<file path="config.mk">
export PLATFORM = sky130hd
export DESIGN_NAME = cobs_stream_frame_decoder_unit
export DESIGN_NICKNAME = d
export VERILOG_FILES = /design/src/cobsd_pkg.sv /design/src/cobsd_in_reg.sv /design/src/cobsd_core.sv /design/src/cobs_stream_frame_decoder_unit.sv
export SDC_FILE = /design/constraint.sdc
export NUM_CORES = 1
export LEC_CHECK = 0
export BUFFER_PORTS_ARGS = -buffer_cell sky130_fd_sc_hd__buf_2
export CAP_MARGIN = 0
export CORE_ASPECT_RATIO = 0.7
export CORE_MARGIN = 1
export CORE_UTILIZATION = 45
export DETAILED_ROUTE_END_ITERATION = 12
export PLACE_DENSITY = 0.67
export SETUP_SLACK_MARGIN = 0.1
export SYNTH_ARGS = -nofsm -noshare
export SYNTH_HDL_FRONTEND = slang
export SYNTH_SLANG_ARGS = --single-unit
</file>
<file path="constraint.sdc">
create_clock -name clk -period 5.26 [get_ports clk]
set_clock_uncertainty 0.05 [all_clocks]
set_input_delay 1.052 -clock clk [delete_from_list [all_inputs] [get_ports clk]]
set_output_delay 1.052 -clock clk [all_outputs]
set_load 0.005 [all_outputs]
</file>
<file path="src/cobsd_pkg.sv">
// ----------------------------------------------------------------------------
// cobsd_pkg
// Shared types and constants of the COBS stream frame decoder.
// ----------------------------------------------------------------------------
`default_nettype none

package cobsd_pkg;

  localparam int unsigned CAP_W = 13;            // capacity and length width
  localparam logic [CAP_W-1:0] CAP_RESET = 13'd4096;
  localparam logic [7:0] NO_STUFF_CODE = 8'hFF;  // code with no trailing zero
  localparam logic [7:0] DELIM = 8'h00;          // frame delimiter

  typedef enum logic [1:0] {
    KIND_BYTE       = 2'd0,
    KIND_GOOD       = 2'd1,
    KIND_INCOMPLETE = 2'd2,
    KIND_OVERFLOW   = 2'd3
  } kind_t;

  // One decoder result, with its valid flag
  typedef struct packed {
    logic             vld;
    kind_t            kind;
    logic [7:0]       data;
    logic [CAP_W-1:0] len;
  } res_t;

endpackage

`default_nettype wire

</file>
<file path="src/cobsd_in_reg.sv">
// ----------------------------------------------------------------------------
// cobsd_in_reg
// Input register: holds one received byte until the decode stage takes it.
// ----------------------------------------------------------------------------
`default_nettype none

module cobsd_in_reg (
  input  wire logic       clk,
  input  wire logic       rst_n,
  input  wire logic       in_valid,
  output logic            in_ready,
  input  wire logic [7:0] in_byte,
  input  wire logic       take,      // decode stage consumes the held byte
  output logic            hold_vld,
  output logic [7:0]      hold_byte
);

  logic       vld_r, vld_nxt;
  logic [7:0] byte_r;

  assign in_ready  = !vld_r || take;
  assign hold_vld  = vld_r;
  assign hold_byte = byte_r;

  always_comb begin
    vld_nxt = vld_r;
    if (in_valid && in_ready) begin
      vld_nxt = 1'b1;
    end else if (take) begin
      vld_nxt = 1'b0;
    end
  end

  always_ff @(posedge clk) begin
    if (!rst_n) begin
      vld_r <= 1'b0;
    end else begin
      vld_r <= vld_nxt;
    end
    if (in_valid && in_ready) begin
      byte_r <= in_byte;
    end
  end

endmodule

`default_nettype wire

</file>
<file path="src/cobsd_core.sv">
// ----------------------------------------------------------------------------
// cobsd_core
// Frame state and combinational decode of one byte into at most one result.
// ----------------------------------------------------------------------------
`default_nettype none

module cobsd_core
  import cobsd_pkg::*;
#(
  parameter int unsigned MAX_FRAME_BYTES = 4096
) (
  input  wire logic             clk,
  input  wire logic             rst_n,
  input  wire logic             step,     // decode rx_byte this cycle
  input  wire logic [7:0]       rx_byte,
  input  wire logic [CAP_W-1:0] capacity,
  output res_t                  res
);

  // Count never exceeds min(capacity register, MAX_FRAME_BYTES)
  localparam int unsigned MAX_W = $clog2(MAX_FRAME_BYTES + 1);
  localparam int unsigned CNT_W = (MAX_W < CAP_W) ? MAX_W : CAP_W;
  localparam int unsigned SUM_W = ((CNT_W > 8) ? CNT_W : 8) + 2;

  logic             awaiting_r, awaiting_nxt;
  logic [7:0]       remaining_r, remaining_nxt;
  logic             last_ff_r, last_ff_nxt;   // last code was 0xff
  logic [CNT_W-1:0] count_r, count_nxt;

  logic [CNT_W-1:0] cap_eff;
  logic [SUM_W-1:0] need;
  logic             stuff_zero;

  always_comb begin
    if (32'(capacity) > MAX_FRAME_BYTES) begin
      cap_eff = CNT_W'(MAX_FRAME_BYTES);
    end else begin
      cap_eff = CNT_W'(capacity);
    end
  end

  assign stuff_zero = !last_ff_r;
  assign need = SUM_W'(count_r) + SUM_W'(stuff_zero) + SUM_W'(rx_byte);

  always_comb begin
    awaiting_nxt  = awaiting_r;
    remaining_nxt = remaining_r;
    last_ff_nxt   = last_ff_r;
    count_nxt     = count_r;
    res           = '{vld: 1'b0, kind: KIND_BYTE, data: 8'd0, len: '0};

    if (step) begin
      if (rx_byte == DELIM) begin
        awaiting_nxt  = 1'b0;
        count_nxt     = '0;
        remaining_nxt = 8'd0;
        last_ff_nxt   = 1'b1;
        if (count_r != '0) begin
          res.vld = 1'b1;
          if (remaining_r == 8'd0) begin
            res.kind = KIND_GOOD;
            res.len  = CAP_W'(count_r);
          end else begin
            res.kind = KIND_INCOMPLETE;
          end
        end
      end else if (awaiting_r) begin
        // discard until a delimiter
      end else if (remaining_r != 8'd0) begin
        remaining_nxt = remaining_r - 8'd1;
        count_nxt     = count_r + CNT_W'(1);
        res.vld       = 1'b1;
        res.data      = rx_byte;
      end else begin
        // code byte opens a block
        last_ff_nxt   = (rx_byte == NO_STUFF_CODE);
        remaining_nxt = rx_byte - 8'd1;
        if (need > SUM_W'(cap_eff)) begin
          count_nxt    = '0;
          awaiting_nxt = 1'b1;
          res.vld      = 1'b1;
          res.kind     = KIND_OVERFLOW;
        end else if (stuff_zero) begin
          count_nxt = count_r + CNT_W'(1);
          res.vld   = 1'b1;
        end
      end
    end
  end

  always_ff @(posedge clk) begin
    if (!rst_n) begin
      awaiting_r  <= 1'b1;
      remaining_r <= 8'd0;
      last_ff_r   <= 1'b0;
      count_r     <= '0;
    end else begin
      awaiting_r  <= awaiting_nxt;
      remaining_r <= remaining_nxt;
      last_ff_r   <= last_ff_nxt;
      count_r     <= count_nxt;
    end
  end

endmodule

`default_nettype wire

</file>
<file path="src/cobs_stream_frame_decoder_unit.sv">
// ----------------------------------------------------------------------------
// cobs_stream_frame_decoder_unit
// Decodes a zero-delimited COBS byte stream into provisional data bytes and
// per-frame status requests (good with length, incomplete, overflow).
// ----------------------------------------------------------------------------
//
//  Channel | Handshake             | Payload
//  --------+-----------------------+------------------------------------------
//  in      | in_valid / in_ready   | in_byte[7:0] raw received byte
//  out     | out_valid / out_ready | out_kind[1:0], out_byte[7:0],
//          |                       | out_frame_length[12:0]
//  cfg     | cfg_valid / cfg_ready | cfg_frame_capacity[12:0]
//
//  One byte a cycle while out is not stalled: input register -> decode -> result
//  register; a result is offered on out once its byte has passed both registers.
//  The decode stage moves on whenever the result register is empty or being
//  emptied, so a stalled consumer holds back the input only after the input
//  register fills. Bytes that yield no request are consumed and load no result.
//  Synchronous active-low reset: decoder waits for a delimiter, capacity 4096.
//  cfg_ready is always high; capacity is meant to be changed when idle.
// ----------------------------------------------------------------------------
`default_nettype none

module cobs_stream_frame_decoder_unit
  import cobsd_pkg::*;
#(
  parameter int unsigned MAX_FRAME_BYTES = 4096
) (
  input  wire logic             clk,
  input  wire logic             rst_n,
  // received stream
  input  wire logic             in_valid,
  output logic                  in_ready,
  input  wire logic [7:0]       in_byte,
  // decoded requests
  output logic                  out_valid,
  input  wire logic             out_ready,
  output logic [1:0]            out_kind,
  output logic [7:0]            out_byte,
  output logic [CAP_W-1:0]      out_frame_length,
  // capacity register write
  input  wire logic             cfg_valid,
  output logic                  cfg_ready,
  input  wire logic [CAP_W-1:0] cfg_frame_capacity
);

  logic             hold_vld;
  logic [7:0]       hold_byte;
  logic             take;
  res_t             res;

  logic [CAP_W-1:0] capacity_r;
  logic             out_vld_r, out_vld_nxt;
  res_t             out_r;

  assign cfg_ready = 1'b1;

  // Decode proceeds when the result register has room this cycle
  assign take = hold_vld && (!out_vld_r || out_ready);

  cobsd_in_reg u_in_reg (
    .clk       (clk),
    .rst_n     (rst_n),
    .in_valid  (in_valid),
    .in_ready  (in_ready),
    .in_byte   (in_byte),
    .take      (take),
    .hold_vld  (hold_vld),
    .hold_byte (hold_byte)
  );

  cobsd_core #(
    .MAX_FRAME_BYTES (MAX_FRAME_BYTES)
  ) u_core (
    .clk      (clk),
    .rst_n    (rst_n),
    .step     (take),
    .rx_byte  (hold_byte),
    .capacity (capacity_r),
    .res      (res)
  );

  always_comb begin
    out_vld_nxt = out_vld_r;
    if (take) begin
      out_vld_nxt = res.vld;
    end else if (out_ready) begin
      out_vld_nxt = 1'b0;
    end
  end

  always_ff @(posedge clk) begin
    if (!rst_n) begin
      out_vld_r  <= 1'b0;
      capacity_r <= CAP_RESET;
    end else begin
      out_vld_r <= out_vld_nxt;
      if (cfg_valid && cfg_ready) begin
        capacity_r <= cfg_frame_capacity;
      end
    end
    if (take && res.vld) begin
      out_r <= res;
    end
  end

  assign out_valid        = out_vld_r;
  assign out_kind         = out_r.kind;
  assign out_byte         = out_r.data;
  assign out_frame_length = out_r.len;

endmodule

`default_nettype wire
</file>
* After elaboration in Yosys (flattened, before gate mapping)
Index checks and enable logic that the tools add are counted.
** Storage, ports and cells
- Register bits after elaboration :: 69
- Output and inout port bits :: 26
- Logic and storage cells :: 78
** Cells by class
- $add $sub $neg :: 5
- Order comparisons :: 2
- Eq/ne operators :: 4
- Muxes and demuxes :: 35
- Bitwise logic cells :: 2
- Reduce and logical (&&, ||, !) cells :: 19
** Operators by type and width (count)
- $mux 13 :: 9
- $mux 8 :: 5
- $mux 24 :: 1
- $logic_not 8->1 :: 2
- $sub 8x1->8 const B :: 2
- $add 15x8->15 :: 1
- $gt 15x13->1 :: 1
- $add 13x1->14 :: 1
- $mux 1 :: 14
- $add 13x1->13 const B :: 1
- $gt 13x13->1 const B :: 1
- $reduce_bool 13->1 :: 1
- $mux 11 :: 1
- $eq 8x8->1 const B :: 1
- $reduce_bool 8->1 :: 1
- $mux 2 :: 3
- $mux 3 :: 2
- $reduce_and 3->1 :: 2
- $ne 4x4->1 const B :: 1
- $reduce_and 4->1 :: 1
- $reduce_bool 2->1 :: 2
- $reduce_or 4->1 :: 1
- $logic_and 1x1->1 :: 3
- $logic_not 1->1 :: 3
- 5 further kinds :: 7

* Logic depth before layout (Yosys ltp)
- Depth after elaboration :: 10
- Gate-level depth with buffers :: 24
- Gate-level depth less buffers :: 23

* Hierarchy
From an unflattened synthesis, not the netlist that was laid out.
** Second synthesis, totals
- Cell total of the unflattened synthesis :: 449
- Area total of the unflattened synthesis :: 4301.6 um^2
** Modules (own cells, without submodules)
- cobsd_core :: times used 1, cells each 363, area each 2747.6 um^2
- cobs_stream_frame_decoder_unit :: times used 1, cells each 73, area each 1256.2 um^2
- cobsd_in_reg :: times used 1, cells each 13, area each 297.8 um^2

* Worst setup path before layout
No wires, ideal clock.
- Path kind :: register -> register
- Start :: register u_core.last_ff_r
- End :: register out_r, in the netlist out_byte[0] (enable)
- Library setup time :: 412 ps
- Arrival :: 4962 ps
- Required time :: 4798 ps
- Path slack :: -164 ps
- Stages on the path, launching flop included :: 20
- Path buffers :: 0
- Cells stage by stage :: dfxtp_1 -> inv_1 -> ha_1 -> ha_1 -> fa_1 -> a21o_1 -> a21oi_1 -> nor2b_1 -> o21a_1 -> o41ai_1 -> a21oi_1 -> nor3_1 -> xnor2_1 -> ha_1 -> nand4_1 -> nor2_1 -> o311a_1 -> o31a_1 -> o31ai_4 -> a21oi_1
** Between the ends
- Longest elaborated chain between the ends :: 10
- Elaborated cells between the ends (all ways) :: 11
- Classes of those cells :: add/sub (2); order compare (1); mux (6); reduce/logical (2)
** Ends and longest elaborated chain
- start, declared :: RTL line cobsd_core.sv:27 : logic last_ff_r, last_ff_nxt;
- start signal, assigned :: RTL line cobsd_core.sv:100 : last_ff_r <= last_ff_nxt;
- $logic_not 1->1 :: RTL line cobsd_core.sv:42 : assign stuff_zero = !last_ff_r;
- $add 13x1->14 :: RTL line cobsd_core.sv:43 : assign need = SUM_W'(count_r) + SUM_W'(stuff_zero) + SUM_W'(rx_byte);
- $add 15x8->15 :: RTL line cobsd_core.sv:43
- $gt 15x13->1 :: RTL line cobsd_core.sv:78 : if (need > SUM_W'(cap_eff)) begin
- $mux 1 (*) :: RTL line cobsd_core.sv:78
- $mux 1 (*) :: RTL line cobsd_core.sv:69 : end else if (remaining_r != 8'd0) begin
- $mux 11 (*) :: RTL line cobsd_core.sv:67 : end else if (awaiting_r) begin
- $mux 3 (*) :: RTL line cobsd_core.sv:53 : if (rx_byte == DELIM) begin
- $mux 24 (*) :: RTL line cobsd_core.sv:52 : if (step) begin
- $logic_and 1x1->1 (*) :: RTL line cobs_stream_frame_decoder_unit.sv:102 : if (take && res.vld) begin
- end signal, assigned :: RTL line cobs_stream_frame_decoder_unit.sv:103 : out_r <= res;
- end, declared :: RTL line cobs_stream_frame_decoder_unit.sv:54 : res_t out_r;
Mark *: on every way between the ends. The rest lies on a longest branch, timed or not.
A chain may end at the register's enable or synchronous reset.

* Worst setup path after layout
- Start :: register u_core.last_ff_r
- End :: register u_core.count_r[7]
** Between the ends
- Longest elaborated chain between the ends :: 8
- Elaborated cells between the ends (all ways) :: 10
- Classes of those cells :: add/sub (2); order compare (1); eq/ne (1); mux (4); reduce/logical (2)
** Ends and longest elaborated chain
- $logic_not 1->1 :: RTL line cobsd_core.sv:42
- $add 13x1->14 :: RTL line cobsd_core.sv:43
- $add 15x8->15 :: RTL line cobsd_core.sv:43
- $gt 15x13->1 :: RTL line cobsd_core.sv:78
- $mux 13 :: RTL line cobsd_core.sv:78
- $mux 13 :: RTL line cobsd_core.sv:69
- $mux 13 :: RTL line cobsd_core.sv:67
- $mux 13 :: RTL line cobsd_core.sv:53
- end signal, assigned :: RTL line cobsd_core.sv:101 : count_r <= count_nxt;
- end, declared :: RTL line cobsd_core.sv:28 : logic [CNT_W-1:0] count_r, count_nxt;
Several ways; a longest one is shown, not always the timed one. The select of a mux whose other input is x is not followed.

==> results.sh <==
export IMPL_status="finished clean"
export IMPL_routedWlPerCell_um=16.2
export IMPL_drv_cap=0
export IMPL_data_arrival_time_at_the_worst_slack_endpoint_ns=5.16
export IMPL_p_leak_nw=2.02
export IMPL_syn_cell_area_sq_mm=0.00429
export IMPL_finalPower_mw=1.26
export IMPL_fin_crit_sh_pct=93.7
export IMPL_min_delay_worst_endpoint="capacity_r[0]"
export IMPL_synthTopCellsByCount="sky130_fd_sc_hd__nand2_1, sky130_fd_sc_hd__dfxtp_1, sky130_fd_sc_hd__edfxtp_1, sky130_fd_sc_hd__nor2_1, sky130_fd_sc_hd__ha_1"
export IMPL_globalRouteTotalUtil_pct=21.3
export IMPL_wire_length_of_the_first_global_routing_pass_um=16900
export IMPL_number_of_flops_mapped_to_enable_cells_by_yosys=31
export IMPL_rr_startpoint="u_core.last_ff_r"
export IMPL_globalplace_congestion=0.862
export IMPL_instances_no_fill=630
export IMPL_number_of_clock_buffers_inserted_by_tritoncts=9
export IMPL_io_pins=52
export IMPL_synth_top_area_share_pct=21.7
export IMPL_power_ir_vdd_worst_v=0.000162
export IMPL_setup_viol=0
export IMPL_largest_cells_by_area_after_synthesis="sky130_fd_sc_hd__edfxtp_1, sky130_fd_sc_hd__dfxtp_1, sky130_fd_sc_hd__ha_1"
export IMPL_synthesis_area_per_instance_sq_um=9.47
export IMPL_count_of_h_tree_levels_built_during_cts=3
export IMPL_drt_wl_total_um=10200
export IMPL_worst_slack_ns=0.329
export IMPL_worstSetupEndpointType="flop"
export IMPL_min_period_ns=4.93
export IMPL_clock_fmax_mhz=203
export IMPL_core_rowCount=29
export IMPL_cp_data_required_time_ns=5.49
export IMPL_grt_setup_unrepaired="no"
export IMPL_drt_first_iter_violations=250
export IMPL_holdPathStages=2
export IMPL_port_buffers=50
export IMPL_grt_max_degree=31
export IMPL_floorplan_die_width_um=119
export IMPL_initial_utilization_pct=46.9
export IMPL_drc=0
export IMPL_antenna_violations_before_repair=0
export IMPL_seq_area_frac_synth_pct=39.5
export IMPL_min_from="capacity_r[0]"
export IMPL_final_area_sq_mm=0.00500
export IMPL_first_global_vias=3469
export IMPL_path_clk_slew_ns=0.06
export IMPL_share_of_flip_flops_with_an_asynchronous_set_or_reset_after_synthesis_pct=0
export IMPL_slew_viol_final=0
export IMPL_cts_hold_buf=0
export IMPL_ctsRootBufferMaster="sky130_fd_sc_hd__clkbuf_16"
export IMPL_synth_warning_count=0
export IMPL_via_count=3636
export IMPL_place_worst_setup_slack_ns=0.230
export IMPL_worst_slew_margin_rel_pct=59.6
export IMPL_capture_point_of_the_worst_reg_to_reg_path="u_core.count_r[7]"
export IMPL_worst_r2r_path_depth=23
export IMPL_startpoint_type="flop"
export IMPL_tritoncts_num_sinks=69
export IMPL_hold_viol_final=0
export IMPL_synth_most_common_cell="sky130_fd_sc_hd__nand2_1"
export IMPL_hold_ws_ns=0.457
export IMPL_design_die_area_sq_mm=0.00993
export IMPL_post_synthesis_cell_type_with_the_largest_combined_area="sky130_fd_sc_hd__edfxtp_1"
export IMPL_drive_above_1_share_pct=21.7
export IMPL_area_growth_syn_to_layout_pct=16.5
export IMPL_dp_cells=611
export IMPL_ys_ff_latch=69
export IMPL_route_antenna_remaining_nets=0
export IMPL_first_pass_iters=4
export IMPL_design_core_area_sq_mm=0.00914
export IMPL_dpl_instance_area_sq_mm=0.00464
export IMPL_ys_flop_type="sky130_fd_sc_hd__dfxtp_1"
export IMPL_cellPowerDensity_mw_per_mm2=252
export IMPL_syn_inst=453
export IMPL_slew_worst_pin_ns=0.602
export IMPL_worst_path_max_fanout=7
export IMPL_tritoncts_clock_tree="done"
export IMPL_post_drt_via_cell_ratio=5.77
export IMPL_ys_types=64
export IMPL_timing_setup_critical_path_class="flop to flop"
export IMPL_syn_num_nets=507
export IMPL_diodes=0
export IMPL_chipHeight_um=83.7
export IMPL_final_core_occ_pct=54.6
export IMPL_clock_insertion_delay_worst_skew_ns=0.33
export IMPL_nNetsFinal=555
export IMPL_detailed_place_hpwl_um=7290
export IMPL_totalNegativeSetupSlack_ns=0
export IMPL_clock_tree_buffer_depth=2
export IMPL_reg2reg_setup_slack_ns=0.33
export IMPL_grt_remaining_overflow=0
export IMPL_worst_hold_path_type="flop to flop"
==> routing by layer <==
metal	track usage, %	wire length [um]
met4	7.13	131
met2	33.0	4740
met3	4.99	695
met5	0	0
met1	29.3	4670
==> placed cells by master, fill, tap and decap left out, types with 12 or more instances in the layout <==
master / instances
sky130_fd_sc_hd__edfxtp_1: 31
sky130_fd_sc_hd__xnor2_1: 14
sky130_fd_sc_hd__o21ai_0: 20
sky130_fd_sc_hd__buf_2: 51
sky130_fd_sc_hd__mux2i_1: 15
sky130_fd_sc_hd__nor2_1: 28
sky130_fd_sc_hd__dfxtp_1: 37
sky130_fd_sc_hd__nor2b_1: 22
sky130_fd_sc_hd__nand2_1: 41
sky130_fd_sc_hd__and3_1: 14
sky130_fd_sc_hd__and2_1: 14
sky130_fd_sc_hd__nor3_1: 14
sky130_fd_sc_hd__nand3_1: 12
sky130_fd_sc_hd__ha_1: 25
==> critical path: stages (launching register included) <==
cell	delay, ns
sky130_fd_sc_hd__dfxtp_1	0.38
sky130_fd_sc_hd__inv_1	0.08
sky130_fd_sc_hd__ha_1	0.22
sky130_fd_sc_hd__ha_2	0.29
sky130_fd_sc_hd__fa_1	0.44
sky130_fd_sc_hd__a21o_1	0.19
sky130_fd_sc_hd__a21oi_2	0.19
sky130_fd_sc_hd__nor2b_1	0.07
sky130_fd_sc_hd__o21a_1	0.20
sky130_fd_sc_hd__o41ai_2	0.23
sky130_fd_sc_hd__buf_4	0.19
sky130_fd_sc_hd__a21oi_1	0.05
sky130_fd_sc_hd__nor3_2	0.20
sky130_fd_sc_hd__xnor2_1	0.09
sky130_fd_sc_hd__ha_1	0.32
sky130_fd_sc_hd__nand4_1	0.09
sky130_fd_sc_hd__nor2_1	0.06
sky130_fd_sc_hd__o311a_1	0.12
sky130_fd_sc_hd__o31a_1	0.31
sky130_fd_sc_hd__o41ai_2	0.35
sky130_fd_sc_hd__nand4_1	0.21
sky130_fd_sc_hd__buf_6	0.22
sky130_fd_sc_hd__nor4_1	0.23
sky130_fd_sc_hd__a21o_1	0.11
==> report_power, final <==
part	switching (mW)	total [mW]	internal, mW
Sequential	0.0108	0.579	0.568
Clock	0.229	0.593	0.364
Combinational	0.0459	0.0867	0.0407
==> layout make-up <==
| class | count | area (sq um) |
|---|---|---|
| Tap cell | 124 | 155 |
| Clock buffer | 9 | 225 |
| Fill cell | 849 | 4150 |
| Timing Repair Buffer | 62 | 342 |
| Clock inverter | 7 | 66.3 |
| Inverter | 10 | 37.5 |
| Sequential cell | 69 | 1690 |
| Multi-Input combinational cell | 349 | 2480 |
==> state kept, by name, indices dropped and copies added (netlist names) <==
register,flops
capacity_r,13
out_byte,8
out_frame_length,13
out_kind,2
out_valid,1
u_core.awaiting_r,1
u_core.count_r,13
u_core.last_ff_r,1
u_core.remaining_r,8
u_in_reg.hold_byte,8
u_in_reg.hold_vld,1
==> what timing repair did <==
action,CTS,global route
resized for setup,0,11
buffers inserted,0,2
setup endpoints to repair,0,39
==> logic make-up (layout without fill, tap and decap cells) <==
group / Yosys count / count (layout) / share of synthesized area, %
adders and majority gates: 28 / 28 / 8.35
other: 1 / 1 / 0.0875
DFF: 69 / 69 / 39.5
muxes: 16 / 16 / 3.76
xor gates and xnor gates: 19 / 19 / 3.88
buffers and inverters: 35 / 88 / 3.88
AOI/OAI and AO/OA: 89 / 89 / 15.1
and+or+nand+nor: 196 / 196 / 25.5
==> how the worst max path moves through the flow <==
stage / endpoint / startpoint / slack, ns
floorplan: out_byte[0] / u_core.last_ff_r / 0.37
global placement: u_core.count_r[7] / u_core.last_ff_r / 0.39
detailed placement: u_core.count_r[4] / u_core.count_r[0] / 0.23
CTS: u_core.count_r[4] / u_core.count_r[0] / 0.16
global route: u_core.count_r[11] / u_core.last_ff_r / 0.05
finish: u_core.count_r[7] / u_core.last_ff_r / 0.33
Note: power is estimated with default switching activity, not from simulation.
